### config.mk
export PLATFORM = sky130hd
export DESIGN_NAME = isp_memory_command_engine
export DESIGN_NICKNAME = d
export VERILOG_FILES = /design/src/sv/imc_pkg.sv /design/src/sv/imc_regs.sv /design/src/sv/isp_memory_command_engine.sv
export SDC_FILE = /design/constraint.sdc
export NUM_CORES = 1
export LEC_CHECK = 0
export BUFFER_PORTS_ARGS = -buffer_cell sky130_fd_sc_hd__buf_2
export CAP_MARGIN = 10
export CORE_UTILIZATION = 49
export CTS_CLUSTER_DIAMETER = 200
export DETAILED_ROUTE_END_ITERATION = 6
export HOLD_SLACK_MARGIN = 0.1
export PLACE_DENSITY_LB_ADDON = 0.12
export SYNTH_ARGS = -nofsm -noshare
export SYNTH_HDL_FRONTEND = slang
export SYNTH_SLANG_ARGS = --single-unit
export TNS_END_PERCENT = 30
### constraint.sdc
create_clock -name i_clk -period 5.7 [get_ports i_clk]
set_input_delay 0.855 -clock i_clk [delete_from_list [all_inputs] [get_ports i_clk]]
set_output_delay 0.855 -clock i_clk [all_outputs]
set_load 0.005 [all_outputs]
### src/sv/imc_pkg.sv
`default_nettype none

package imc_pkg;

    // Command codes carried in the request tuser
    localparam logic [2:0] CMD_READ     = 3'd0;
    localparam logic [2:0] CMD_WRITE    = 3'd1;
    localparam logic [2:0] CMD_REPLY    = 3'd2;
    localparam logic [2:0] CMD_RAW      = 3'd3;
    localparam logic [2:0] CMD_SET_ADDR = 3'd4;

    // Result kinds
    localparam logic [2:0] KIND_FRAME = 3'd0;
    localparam logic [2:0] KIND_READ  = 3'd1;
    localparam logic [2:0] KIND_DONE  = 3'd2;
    localparam logic [2:0] KIND_RAW   = 3'd3;
    localparam logic [2:0] KIND_ERROR = 3'd4;

    // Register indexes (byte address / 4)
    localparam logic [2:0] REG_MODE    = 3'd0;
    localparam logic [2:0] REG_POLL_A  = 3'd1;
    localparam logic [2:0] REG_POLL_B  = 3'd2;
    localparam logic [2:0] REG_TIMEOUT = 3'd3;
    localparam logic [2:0] REG_PERIOD  = 3'd4;

    localparam logic [7:0]  HIGH_BYTE_FLAG = 8'h08;
    localparam logic [7:0]  POLL_FLIP      = 8'h60;
    localparam logic [16:0] ELAPSED_MAX    = 17'h1ffff;

    localparam logic [1:0] MODE_FLASH_READ  = 2'd0;
    localparam logic [1:0] MODE_EEPROM_READ = 2'd1;
    localparam logic [1:0] MODE_FLASH_WRITE = 2'd2;

    typedef struct packed {
        logic [1:0]  memory_mode;
        logic [7:0]  poll_value_a;
        logic [7:0]  poll_value_b;
        logic [15:0] poll_timeout;
        logic [7:0]  clock_period;
    } t_cfg;

    // Frame opcode for each memory mode
    function automatic logic [7:0] mode_opcode(input logic [1:0] mode);
        logic [7:0] op;
        case (mode)
            MODE_FLASH_READ:  op = 8'h20;
            MODE_EEPROM_READ: op = 8'ha0;
            MODE_FLASH_WRITE: op = 8'h40;
            default:          op = 8'hc0;
        endcase
        return op;
    endfunction

endpackage

`default_nettype wire

### src/sv/imc_regs.sv
`default_nettype none

module imc_regs
    import imc_pkg::*;
(
    input  wire logic        i_clk,
    input  wire logic        i_rst_n,
    input  wire logic        psel,
    input  wire logic        penable,
    input  wire logic        pwrite,
    input  wire logic [4:0]  paddr,
    input  wire logic [31:0] pwdata,
    output logic [31:0]      prdata,
    output logic             pready,
    output t_cfg             o_cfg
);

    t_cfg       r_cfg;
    logic       wr_en;
    logic [2:0] reg_idx;

    assign pready  = 1'b1;
    assign wr_en   = psel && penable && pwrite && pready;
    assign reg_idx = paddr[4:2];
    assign o_cfg   = r_cfg;

    // Register writes in the access phase
    always_ff @(posedge i_clk) begin
        if (!i_rst_n) begin
            r_cfg.memory_mode  <= 2'd0;
            r_cfg.poll_value_a <= 8'd0;
            r_cfg.poll_value_b <= 8'd0;
            r_cfg.poll_timeout <= 16'd0;
            r_cfg.clock_period <= 8'd1;
        end else if (wr_en) begin
            unique case (reg_idx)
                REG_MODE:    r_cfg.memory_mode  <= pwdata[1:0];
                REG_POLL_A:  r_cfg.poll_value_a <= pwdata[7:0];
                REG_POLL_B:  r_cfg.poll_value_b <= pwdata[7:0];
                REG_TIMEOUT: r_cfg.poll_timeout <= pwdata[15:0];
                REG_PERIOD:  r_cfg.clock_period <= pwdata[7:0];
                default: ;
            endcase
        end
    end

    // Read-back
    always_comb begin
        unique case (reg_idx)
            REG_MODE:    prdata = {30'd0, r_cfg.memory_mode};
            REG_POLL_A:  prdata = {24'd0, r_cfg.poll_value_a};
            REG_POLL_B:  prdata = {24'd0, r_cfg.poll_value_b};
            REG_TIMEOUT: prdata = {16'd0, r_cfg.poll_timeout};
            REG_PERIOD:  prdata = {24'd0, r_cfg.clock_period};
            default:     prdata = 32'd0;
        endcase
    end

endmodule

`default_nettype wire

### src/sv/isp_memory_command_engine.sv
`default_nettype none

// Serial programming command engine for target flash and EEPROM.
// Requests arrive on the s_ stream: a command in s_tuser selects a byte read,
// a byte write, a target reply, a raw frame or an address load. Results leave
// on the m_ stream: frames to shift to the target, read bytes for the host,
// write-finished notices, raw replies and sequence errors.
// Each request is handled in a single pass: the result is in the output register
// the cycle after acceptance, and a new request can be taken every cycle while
// no result is held back by m_tready. The single pass from input to output register (frame
// build, address step, poll compare and saturating time add) sets this.
// Unknown commands give no result; address loads give none unless a reply is awaited.
// While a result waits in the output register and m_tready is low, s_tready
// drops; it rises again in the cycle the result is taken.
// Reset clears the address counter, the pending phase, the last written byte,
// the poll state and the output valid flag; registers return to their reset
// values (clock period 1, all others 0). Registers are written over the APB
// port at byte address 4 * index, pready is always high.
module isp_memory_command_engine
    import imc_pkg::*;
(
    input  wire logic        i_clk,
    input  wire logic        i_rst_n,
    // Request stream
    input  wire logic        s_tvalid,
    output logic             s_tready,
    // tdata: write_byte[7:0], start_address[23:8], raw_frame[55:24], reply_frame[87:56]
    input  wire logic [87:0] s_tdata,
    // tuser: opcode[2:0], raw_single[3]
    input  wire logic [3:0]  s_tuser,
    // Result stream
    output logic             m_tvalid,
    input  wire logic        m_tready,
    // tdata: frame_out[31:0], host_byte[39:32], raw_reply[71:40]
    output logic [71:0]      m_tdata,
    // tuser: result_kind[2:0], frame_single[3], timed_out[4]
    output logic [4:0]       m_tuser,
    // Configuration
    input  wire logic        psel,
    input  wire logic        penable,
    input  wire logic        pwrite,
    input  wire logic [4:0]  paddr,
    input  wire logic [31:0] pwdata,
    output logic [31:0]      prdata,
    output logic             pready
);

    typedef enum logic [2:0] {
        PH_IDLE,
        PH_READ,
        PH_WRITE,
        PH_POLL,
        PH_RAW4,
        PH_RAW1
    } t_phase;

    t_cfg cfg;

    imc_regs u_regs (
        .i_clk   (i_clk),
        .i_rst_n (i_rst_n),
        .psel    (psel),
        .penable (penable),
        .pwrite  (pwrite),
        .paddr   (paddr),
        .pwdata  (pwdata),
        .prdata  (prdata),
        .pready  (pready),
        .o_cfg   (cfg)
    );

    // Engine state
    t_phase      r_phase,  n_phase;
    logic [15:0] r_addr,   n_addr;
    logic [7:0]  r_last,   n_last;
    logic [7:0]  r_pop,    n_pop;
    logic [15:0] r_pfa,    n_pfa;
    logic [16:0] r_elap,   n_elap;

    // Output register
    logic        r_valid;
    logic [2:0]  r_kind,   n_kind;
    logic [31:0] r_frame,  n_frame;
    logic        r_single, n_single;
    logic [7:0]  r_hbyte,  n_hbyte;
    logic [31:0] r_raw,    n_raw;
    logic        r_tmo,    n_tmo;
    logic        n_emit;

    // Request fields
    logic [2:0]  in_opc;
    logic        in_rs;
    logic [7:0]  in_wb;
    logic [15:0] in_sa;
    logic [31:0] in_raw;
    logic [31:0] in_reply;
    logic        accept;

    assign in_wb    = s_tdata[7:0];
    assign in_sa    = s_tdata[23:8];
    assign in_raw   = s_tdata[55:24];
    assign in_reply = s_tdata[87:56];
    assign in_opc   = s_tuser[2:0];
    assign in_rs    = s_tuser[3];

    assign s_tready = !r_valid || m_tready;
    assign accept   = s_tvalid && s_tready;

    assign m_tvalid = r_valid;
    assign m_tdata  = {r_raw, r_hbyte, r_frame};
    assign m_tuser  = {r_tmo, r_single, r_kind};

    // Memory frame for the current address
    logic [7:0]  fr_op;
    logic [15:0] fr_a;
    logic [15:0] fr_fa;
    logic [31:0] fr_word;

    always_comb begin
        fr_op = mode_opcode(cfg.memory_mode);
        fr_a  = r_addr;
        if (fr_op[7]) begin
            fr_a = {r_addr[14:0], 1'b0};
        end
        if (fr_a[0]) begin
            fr_op = fr_op | HIGH_BYTE_FLAG;
        end
        fr_fa   = {1'b0, fr_a[15:1]};
        fr_word = {fr_op, fr_fa, r_last};
    end

    // Poll bookkeeping
    logic [7:0]  rep_byte;
    logic [17:0] elap_sum;
    logic [16:0] elap_sat;
    logic        poll_match;
    logic        poll_expired;
    logic [31:0] poll_word;

    assign rep_byte     = in_reply[7:0];
    assign elap_sum     = {1'b0, r_elap} + {5'd0, cfg.clock_period, 5'd0};
    assign elap_sat     = elap_sum[17] ? ELAPSED_MAX : elap_sum[16:0];
    assign poll_match   = (rep_byte == r_last) && (rep_byte != cfg.poll_value_a)
                          && (rep_byte != cfg.poll_value_b);
    assign poll_expired = elap_sat >= {1'b0, cfg.poll_timeout};
    assign poll_word    = {r_pop, r_pfa, r_last};

    // Next state and result for one request
    always_comb begin
        n_phase  = r_phase;
        n_addr   = r_addr;
        n_last   = r_last;
        n_pop    = r_pop;
        n_pfa    = r_pfa;
        n_elap   = r_elap;
        n_emit   = 1'b0;
        n_kind   = KIND_FRAME;
        n_frame  = 32'd0;
        n_single = 1'b0;
        n_hbyte  = 8'd0;
        n_raw    = 32'd0;
        n_tmo    = 1'b0;

        if (in_opc == CMD_REPLY) begin
            n_emit = 1'b1;
            unique case (r_phase)
                PH_READ: begin
                    n_phase = PH_IDLE;
                    n_kind  = KIND_READ;
                    n_hbyte = rep_byte;
                end
                PH_WRITE: begin
                    if (cfg.poll_timeout == 16'd0) begin
                        n_phase = PH_IDLE;
                        n_kind  = KIND_DONE;
                    end else begin
                        n_elap  = 17'd0;
                        n_phase = PH_POLL;
                        n_frame = poll_word;
                    end
                end
                PH_POLL: begin
                    if (poll_match) begin
                        n_phase = PH_IDLE;
                        n_kind  = KIND_DONE;
                    end else begin
                        n_elap = elap_sat;
                        if (poll_expired) begin
                            n_phase = PH_IDLE;
                            n_kind  = KIND_DONE;
                            n_tmo   = 1'b1;
                        end else begin
                            n_frame = poll_word;
                        end
                    end
                end
                PH_RAW4: begin
                    n_phase = PH_IDLE;
                    n_kind  = KIND_RAW;
                    n_raw   = in_reply;
                end
                PH_RAW1: begin
                    n_phase = PH_IDLE;
                    n_kind  = KIND_RAW;
                    n_raw   = {24'd0, rep_byte};
                end
                default: begin
                    n_kind = KIND_ERROR;
                end
            endcase
        end else if (in_opc <= CMD_SET_ADDR) begin
            if (r_phase != PH_IDLE) begin
                // Command while a reply is still awaited
                n_emit = 1'b1;
                n_kind = KIND_ERROR;
            end else begin
                unique case (in_opc)
                    CMD_READ: begin
                        n_emit  = 1'b1;
                        n_frame = fr_word;
                        n_addr  = r_addr + 16'd1;
                        n_phase = PH_READ;
                    end
                    CMD_WRITE: begin
                        n_emit  = 1'b1;
                        n_last  = in_wb;
                        n_frame = {fr_op, fr_fa, in_wb};
                        n_addr  = r_addr + 16'd1;
                        n_pop   = fr_op ^ POLL_FLIP;
                        n_pfa   = fr_fa;
                        n_elap  = 17'd0;
                        n_phase = PH_WRITE;
                    end
                    CMD_RAW: begin
                        n_emit = 1'b1;
                        if (in_rs) begin
                            n_phase  = PH_RAW1;
                            n_frame  = {24'd0, in_raw[7:0]};
                            n_single = 1'b1;
                        end else begin
                            n_phase = PH_RAW4;
                            n_frame = in_raw;
                        end
                    end
                    default: begin
                        n_addr = in_sa;
                    end
                endcase
            end
        end
    end

    // State and output register
    always_ff @(posedge i_clk) begin
        if (!i_rst_n) begin
            r_phase <= PH_IDLE;
            r_addr  <= 16'd0;
            r_last  <= 8'd0;
            r_pop   <= 8'd0;
            r_pfa   <= 16'd0;
            r_elap  <= 17'd0;
            r_valid <= 1'b0;
        end else begin
            if (accept) begin
                r_phase <= n_phase;
                r_addr  <= n_addr;
                r_last  <= n_last;
                r_pop   <= n_pop;
                r_pfa   <= n_pfa;
                r_elap  <= n_elap;
            end
            if (accept && n_emit) begin
                r_valid <= 1'b1;
            end else if (m_tready) begin
                r_valid <= 1'b0;
            end
        end
    end

    // Result payload
    always_ff @(posedge i_clk) begin
        if (accept && n_emit) begin
            r_kind   <= n_kind;
            r_frame  <= n_frame;
            r_single <= n_single;
            r_hbyte  <= n_hbyte;
            r_raw    <= n_raw;
            r_tmo    <= n_tmo;
        end
    end

    // Checks
    a_tmo_done: assert property (@(posedge i_clk) disable iff (!i_rst_n)
        (r_valid && r_tmo) |-> (r_kind == KIND_DONE))
        else $error("timeout flag on a result that is not write finished");

    a_single_frame: assert property (@(posedge i_clk) disable iff (!i_rst_n)
        (r_valid && r_single) |-> ((r_kind == KIND_FRAME) && (r_frame[31:8] == 24'd0)))
        else $error("single-byte flag on a malformed result");

    a_read_pending: assert property (@(posedge i_clk) disable iff (!i_rst_n)
        (accept && (r_phase == PH_IDLE) && (in_opc == CMD_READ)) |=> (r_phase == PH_READ))
        else $error("read frame sent without awaiting its reply");

    a_reply_done: assert property (@(posedge i_clk) disable iff (!i_rst_n)
        (accept && (in_opc == CMD_REPLY) && (r_phase == PH_READ))
        |=> (r_phase == PH_IDLE) && r_valid && (r_kind == KIND_READ))
        else $error("read reply not returned to host");

endmodule

`default_nettype wire

### Yosys cells after proc, flatten, opt, wreduce, memory -nomap -nowiden

Cells that the tools add are included.

* register bits: 187
* input port bits: 136
* output and inout port bits: 112
* logic and storage cells: 131

* $add $sub $neg: 2
* order comparisons: 2
* eq/ne operators: 23
* mux-type cells: 47
* bitwise gates (word level): 6
* reductions and logical operators: 33

Operators by type and width (count)
* $mux 32: 7
* $pmux 32 s2: 2
* $mux 17: 7
* $pmux 32 s3: 1
* $pmux 16 s5: 1
* $pmux 17 s2: 1
* $pmux 16 s2: 1
* $mux 3: 8
* $pmux 8 s3: 1
* $add 17x13->18: 1
* $eq 3x2->1 const B: 6
* $pmux 3 s3: 2
* $ge 17x16->1: 1
* $add 16x1->16 const B: 1
* $logic_not 16->1: 1
* $mux 16: 1
* $ne 8x8->1: 2
* $pmux 3 s4: 1
* $reduce_and 2->1: 6
* $reduce_and 5->1: 2
* $eq 3x1->1 const B: 3
* $eq 3x3->1 const B: 3
* $mux 1: 9
* $reduce_or 3->1: 3
* other kinds (25): 42

### Longest topological paths before layout

* word-level depth: 8
* depth in mapped cells: 17
* gate-level depth less buffers: 15

### Hierarchy

From an unflattened synthesis, not the netlist that was laid out.

* cells, all modules: 1036
* area total of the unflattened synthesis: 9773.1 sq um

Modules (own cells, without submodules)
* isp_memory_command_engine: instances 1, cells an instance 808, area an instance 7678.6 sq um, seq. area each 3593.4 sq um
* imc_regs: instances 1, cells an instance 228, area an instance 2094.5 sq um, seq. area each 840.8 sq um

### Least setup slack after synthesis

No wires, ideal clock.

* path type: input port to flip-flop
* start: input s_tuser[0]
* end: register r_frame[0] (enable)
* library setup time: 0.539 ns
* data arrival time: 5.283 ns
* data required time: 5.161 ns
* path slack: -0.122 ns
* stages on the path: 5
* buffers on the path: 2
* cell sequence: buf_2 > buf_1 > nor2_1 > nand2_1 > a21oi_1

* longest elaborated chain between the ends: 7

RTL lines
* from (decl): line isp_memory_command_engine.sv:30 `input wire logic [3:0] s_tuser,`
* $eq 3x2->1 (tied with other cells): line isp_memory_command_engine.sv:217 `unique case (in_opc)`
* $reduce_or 3->1 (no line)
* $mux 1: line isp_memory_command_engine.sv:217
* $mux 1: line isp_memory_command_engine.sv:212 `if (r_phase != PH_IDLE) begin`
* $mux 1: line isp_memory_command_engine.sv:211 `end else if (in_opc <= CMD_SET_ADDR) begin`
* $mux 1 (*): line isp_memory_command_engine.sv:164 `if (in_opc == CMD_REPLY) begin`
* $logic_and 1x1->1 (*): line isp_memory_command_engine.sv:282 `if (accept && n_emit) begin`
* to (signal assigned): line isp_memory_command_engine.sv:284 `r_frame <= n_frame;`
* to (decl): line isp_memory_command_engine.sv:83 `logic [31:0] r_frame, n_frame;`

Every way passes the cells marked *; elsewhere a longest branch is shown, timed or not.
A chain may end at the register's enable or synchronous reset.

### Worst setup path after layout

* start: register u_regs.r_cfg, in the netlist u_regs.o_cfg[0]
* end: register r_frame[30] (data pin)

* longest elaborated chain between the ends: 7

RTL lines
* from (decl): line imc_regs.sv:18 `t_cfg r_cfg;`
* $add 17x13->18: line isp_memory_command_engine.sv:141 `assign elap_sum = {1'b0, r_elap} + {5'd0, cfg.clock_period, 5'd0};`
* $mux 17: line isp_memory_command_engine.sv:142 `assign elap_sat = elap_sum[17] ? ELAPSED_MAX : elap_sum[16:0];`
* $ge 17x16->1: line isp_memory_command_engine.sv:145 `assign poll_expired = elap_sat >= {1'b0, cfg.poll_timeout};`
* $mux 32: line isp_memory_command_engine.sv:188 `if (poll_expired) begin`
* $mux 32: line isp_memory_command_engine.sv:183 `if (poll_match) begin`
* $pmux 32 s2: line isp_memory_command_engine.sv:166 `unique case (r_phase)`
* $mux 32: line isp_memory_command_engine.sv:164
* net n_frame[30]: line isp_memory_command_engine.sv:83

The timed path passes the listed nets, and every way through them passes these cells.

==> metrics.log <==
[metrics] final total negative setup slack: 0 ns
[metrics] area fraction of the dominant cell type after synthesis: 23.5%
[metrics] status: complete, no violations
[metrics] DRC violations left: 0
[metrics] CTS HTree Levels: 4
[metrics] CP Class: reg -> reg
[metrics] clock latency of the later-clocked register in the worst-skew pair: 0.44 ns
[metrics] Ys Warns: 0
[metrics] final standard cell count with taps included and fillers excluded: 1485
[metrics] worst clock skew: 0.00898 ns
[metrics] pin count of the biggest net entering global routing: 58
[metrics] cells taking the most area after synthesis: sky130_fd_sc_hd__edfxtp_1 24%, sky130_fd_sc_hd__dfxtp_1 22%, sky130_fd_sc_hd__mux2i_1 5.7%
[metrics] register area share after synthesis: 45.1%
[metrics] CTS max path bufs: 2
[metrics] most frequent cells after synthesis: 114 x sky130_fd_sc_hd__nand2_1, 106 x sky130_fd_sc_hd__dfxtp_1, 77 x sky130_fd_sc_hd__edfxtp_1
[metrics] post-route ant nets: 0
[metrics] Unique masters post-synth: 68
[metrics] CTS sink count: 183
[metrics] Setup crit end kind: register
[metrics] Gate Count Post-Synth: 1032
[metrics] hold buffers post-CTS: 0
[metrics] Critical Path Source Type: register
[metrics] post-route cell area: 11500 sq um
[metrics] per-instance average area after synthesis: 9.53 sq um
[metrics] Filler Cells Inserted: 1772
[metrics] global routing usage summed across all routing layers: 24.5%
[metrics] total number of vias: 8046
[metrics] average wire length per cell after detail routing: 16.9 um
[metrics] ratio of routed vias to standard cells: 5.42
[metrics] Final period util: 86.7%
[metrics] number of core rows: 51
[metrics] Die Area: 20600 sq um
[metrics] RSZ-0062 raised after global routing: no
[metrics] post-layout minimum cycle time: 4.94 ns
[metrics] Hold Fails Final Rpt: 0
[metrics] Power, Total: 2.81 mW
[metrics] hold slack final: 0.454 ns
[metrics] CTS tree: done
[metrics] number of synthesized flops with an enable pin: 77
[metrics] total congestion overflow after global routing: 0
[metrics] area used by multi-input combinational logic: 4900 sq um
[metrics] core area: 19600 sq um
[metrics] final weighted congestion in routability-driven placement: 0.878
[metrics] IO buf count: 212
[metrics] clock buffers created by TritonCTS: 17
[metrics] Initial Util: 50.2%
[metrics] global-route wire length before repair: 38600 um
[metrics] number of primary I/O pins: 248
[metrics] cell area power density: 244 nW/um^2
[metrics] post-detailed-placement cell area: 11000 sq um
[metrics] Antenna Cells: 0
[metrics] setup fix buffers added after clock tree synthesis: 0
[metrics] Total Wirelength: 25200 um
[metrics] measured slew at the worst slew-check pin: 1.19 ns
[metrics] total number of nets in the final design: 1369
[metrics] area growth from synthesis to layout: 17.2%
[metrics] count of endpoints failing setup in the final report: 0
[metrics] storage element area: 4430 sq um
[metrics] vias in the first global route: 7341
[metrics] netlist area before placement: 9840 sq um
[metrics] Worst IR Drop VDD: 0.211 mV
[metrics] Synth area leader: sky130_fd_sc_hd__edfxtp_1
[metrics] Root Buffer: sky130_fd_sc_hd__clkbuf_16
[metrics] type of the tightest min-delay check: reg -> reg
[metrics] Synth Register Bits: 183
[metrics] number of gates resized after CTS: 0
[metrics] half-perimeter wire length of the detailed placement result: 18100 um
[metrics] worst-path fanout max: 27
[metrics] proportion of synthesized flip-flops having asynchronous set or reset: 0%
[metrics] Leakage Power: 4.73 nW
[metrics] number of antenna violations at the first check in global routing: 1
[metrics] Placed Cells incl. Taps: 1451
[metrics] share of cells above drive strength 1: 24.5%
[metrics] Worst slew margin: 20.5%
[metrics] reported max-cap violation count: 0
[metrics] clk slew on worst S/H paths: 0.07 ns
[metrics] data arrival time of the worst path: 5.11 ns
[metrics] most common cell in the netlist: sky130_fd_sc_hd__nand2_1
[metrics] count of pins over their slew limit: 0
[metrics] DRT iter0 DRCs: 604
[metrics] Die Ht: 144 um
[metrics] Die X-Extent: 144 um
[metrics] drt pass-1 iters: 5
[metrics] highest achievable clock rate: 0.202 GHz
[metrics] Data required, critical path: 5.87 ns
[metrics] predominant post-synthesis flop cell: sky130_fd_sc_hd__dfxtp_1
[state kept, by name, summed over array words and instances, names as in the netlist]
register	count
r_single	1
r_tmo	1
m_tvalid	1
r_frame	32
r_raw	32
r_phase	3
r_pfa	15
r_last	8
r_elap	17
r_hbyte	8
u_regs.o_cfg	42
r_pop	4
r_addr	16
r_kind	3
[per-stage QoR]
stage	util, %	worst slack, ns
2_1_floorplan	-	1.62
3_3_place_gp	56.0	0.866
3_5_place_dp	56.0	0.790
4_1_cts	58.8	0.763
5_1_grt	58.8	0.312
6_report	58.8	0.759
[cells in the final DEF (no fill, tap or decap), types with 20 or more instances in the layout]
cell and instances:
sky130_fd_sc_hd__inv_1 45, sky130_fd_sc_hd__ha_1 25, sky130_fd_sc_hd__xor2_1 26, sky130_fd_sc_hd__nor2_1 66, sky130_fd_sc_hd__a21oi_1 45, sky130_fd_sc_hd__o21ai_0 32
sky130_fd_sc_hd__nor2b_1 43, sky130_fd_sc_hd__nand2_1 114, sky130_fd_sc_hd__and2_1 46, sky130_fd_sc_hd__buf_2 212, sky130_fd_sc_hd__a22oi_1 29, sky130_fd_sc_hd__edfxtp_1 77
sky130_fd_sc_hd__dfxtp_1 106, sky130_fd_sc_hd__mux2i_1 56, sky130_fd_sc_hd__a21boi_0 25, sky130_fd_sc_hd__o22ai_2 20
[per-layer routing]
metal / track usage, % / part of all wire (%) / vias to the layer above
met3: 5.73 / 6.8 / 26
met4: 7.11 / 1.2 / 0
met5: 0 / 0 / -
met2: 40.1 / 47 / 291
li1: - / - / 3978
met1: 32.1 / 45 / 3751
[cell families (layout without fill, tap and decap cells)]
family	Yosys count	count (layout)	synth area share [%]
buffers and inverters	128	301	6.00
adders and majority gates	26	26	3.38
xor gates and xnor gates	30	30	2.67
muxes	60	60	6.16
and+or+nand+nor	368	368	18.9
other	2	17	0.0764
DFF	183	183	45.1
AOI/OAI and AO/OA	235	235	17.7
[power by group]
| part | leakage (nW) | internal [mW] | total (mW) | switching [mW] |
|---|---|---|---|---|
| Combinational | 2.87 | 0.112 | 0.271 | 0.160 |
| Sequential | 1.59 | 1.40 | 1.43 | 0.0259 |
| Clock | 0.262 | 0.570 | 1.11 | 0.541 |
[critical path: stages, from the launching register on]
cell and delay, ns:
sky130_fd_sc_hd__dfxtp_1 0.34, sky130_fd_sc_hd__ha_1 0.26, sky130_fd_sc_hd__fa_1 0.43, sky130_fd_sc_hd__a211oi_1 0.41, sky130_fd_sc_hd__o21ai_1 0.16, sky130_fd_sc_hd__a31oi_1 0.34, sky130_fd_sc_hd__or2_1 0.42, sky130_fd_sc_hd__o21ai_0 0.23
sky130_fd_sc_hd__ha_1 0.35, sky130_fd_sc_hd__nand4_1 0.10, sky130_fd_sc_hd__nor2_1 0.30, sky130_fd_sc_hd__o221ai_1 0.19, sky130_fd_sc_hd__a21oi_1 0.27, sky130_fd_sc_hd__a2111oi_4 0.13, sky130_fd_sc_hd__a21oi_4 0.17, sky130_fd_sc_hd__buf_4 0.39
sky130_fd_sc_hd__o22ai_2 0.13
[cell type report]
type | count | area share (%)
multi-input combinational | 736 | 42.5
sequential | 183 | 38.5
timing repair buffer | 224 | 9.99
clock buffer | 18 | 3.72
tap | 265 | 2.88
inverter | 45 | 1.47
clock inverter | 14 | 0.988
[final timing paths]
kind | from | endpoint | slack, ns | cells after the start
min | r_elap[4]$_SDFFE_PN0P_ | r_elap[4]$_SDFFE_PN0P_ | 0.45 | 2
min reg2reg | r_elap[4]$_SDFFE_PN0P_ | r_elap[4]$_SDFFE_PN0P_ | 0.45 | 2
max | u_regs.o_cfg[0]$_SDFFE_PN1P_ | r_frame[30]$_DFFE_PP_ | 0.76 | 16
max reg2reg | u_regs.o_cfg[0]$_SDFFE_PN1P_ | r_frame[30]$_DFFE_PP_ | 0.76 | 16
Power figures use the tool's default switching activity.
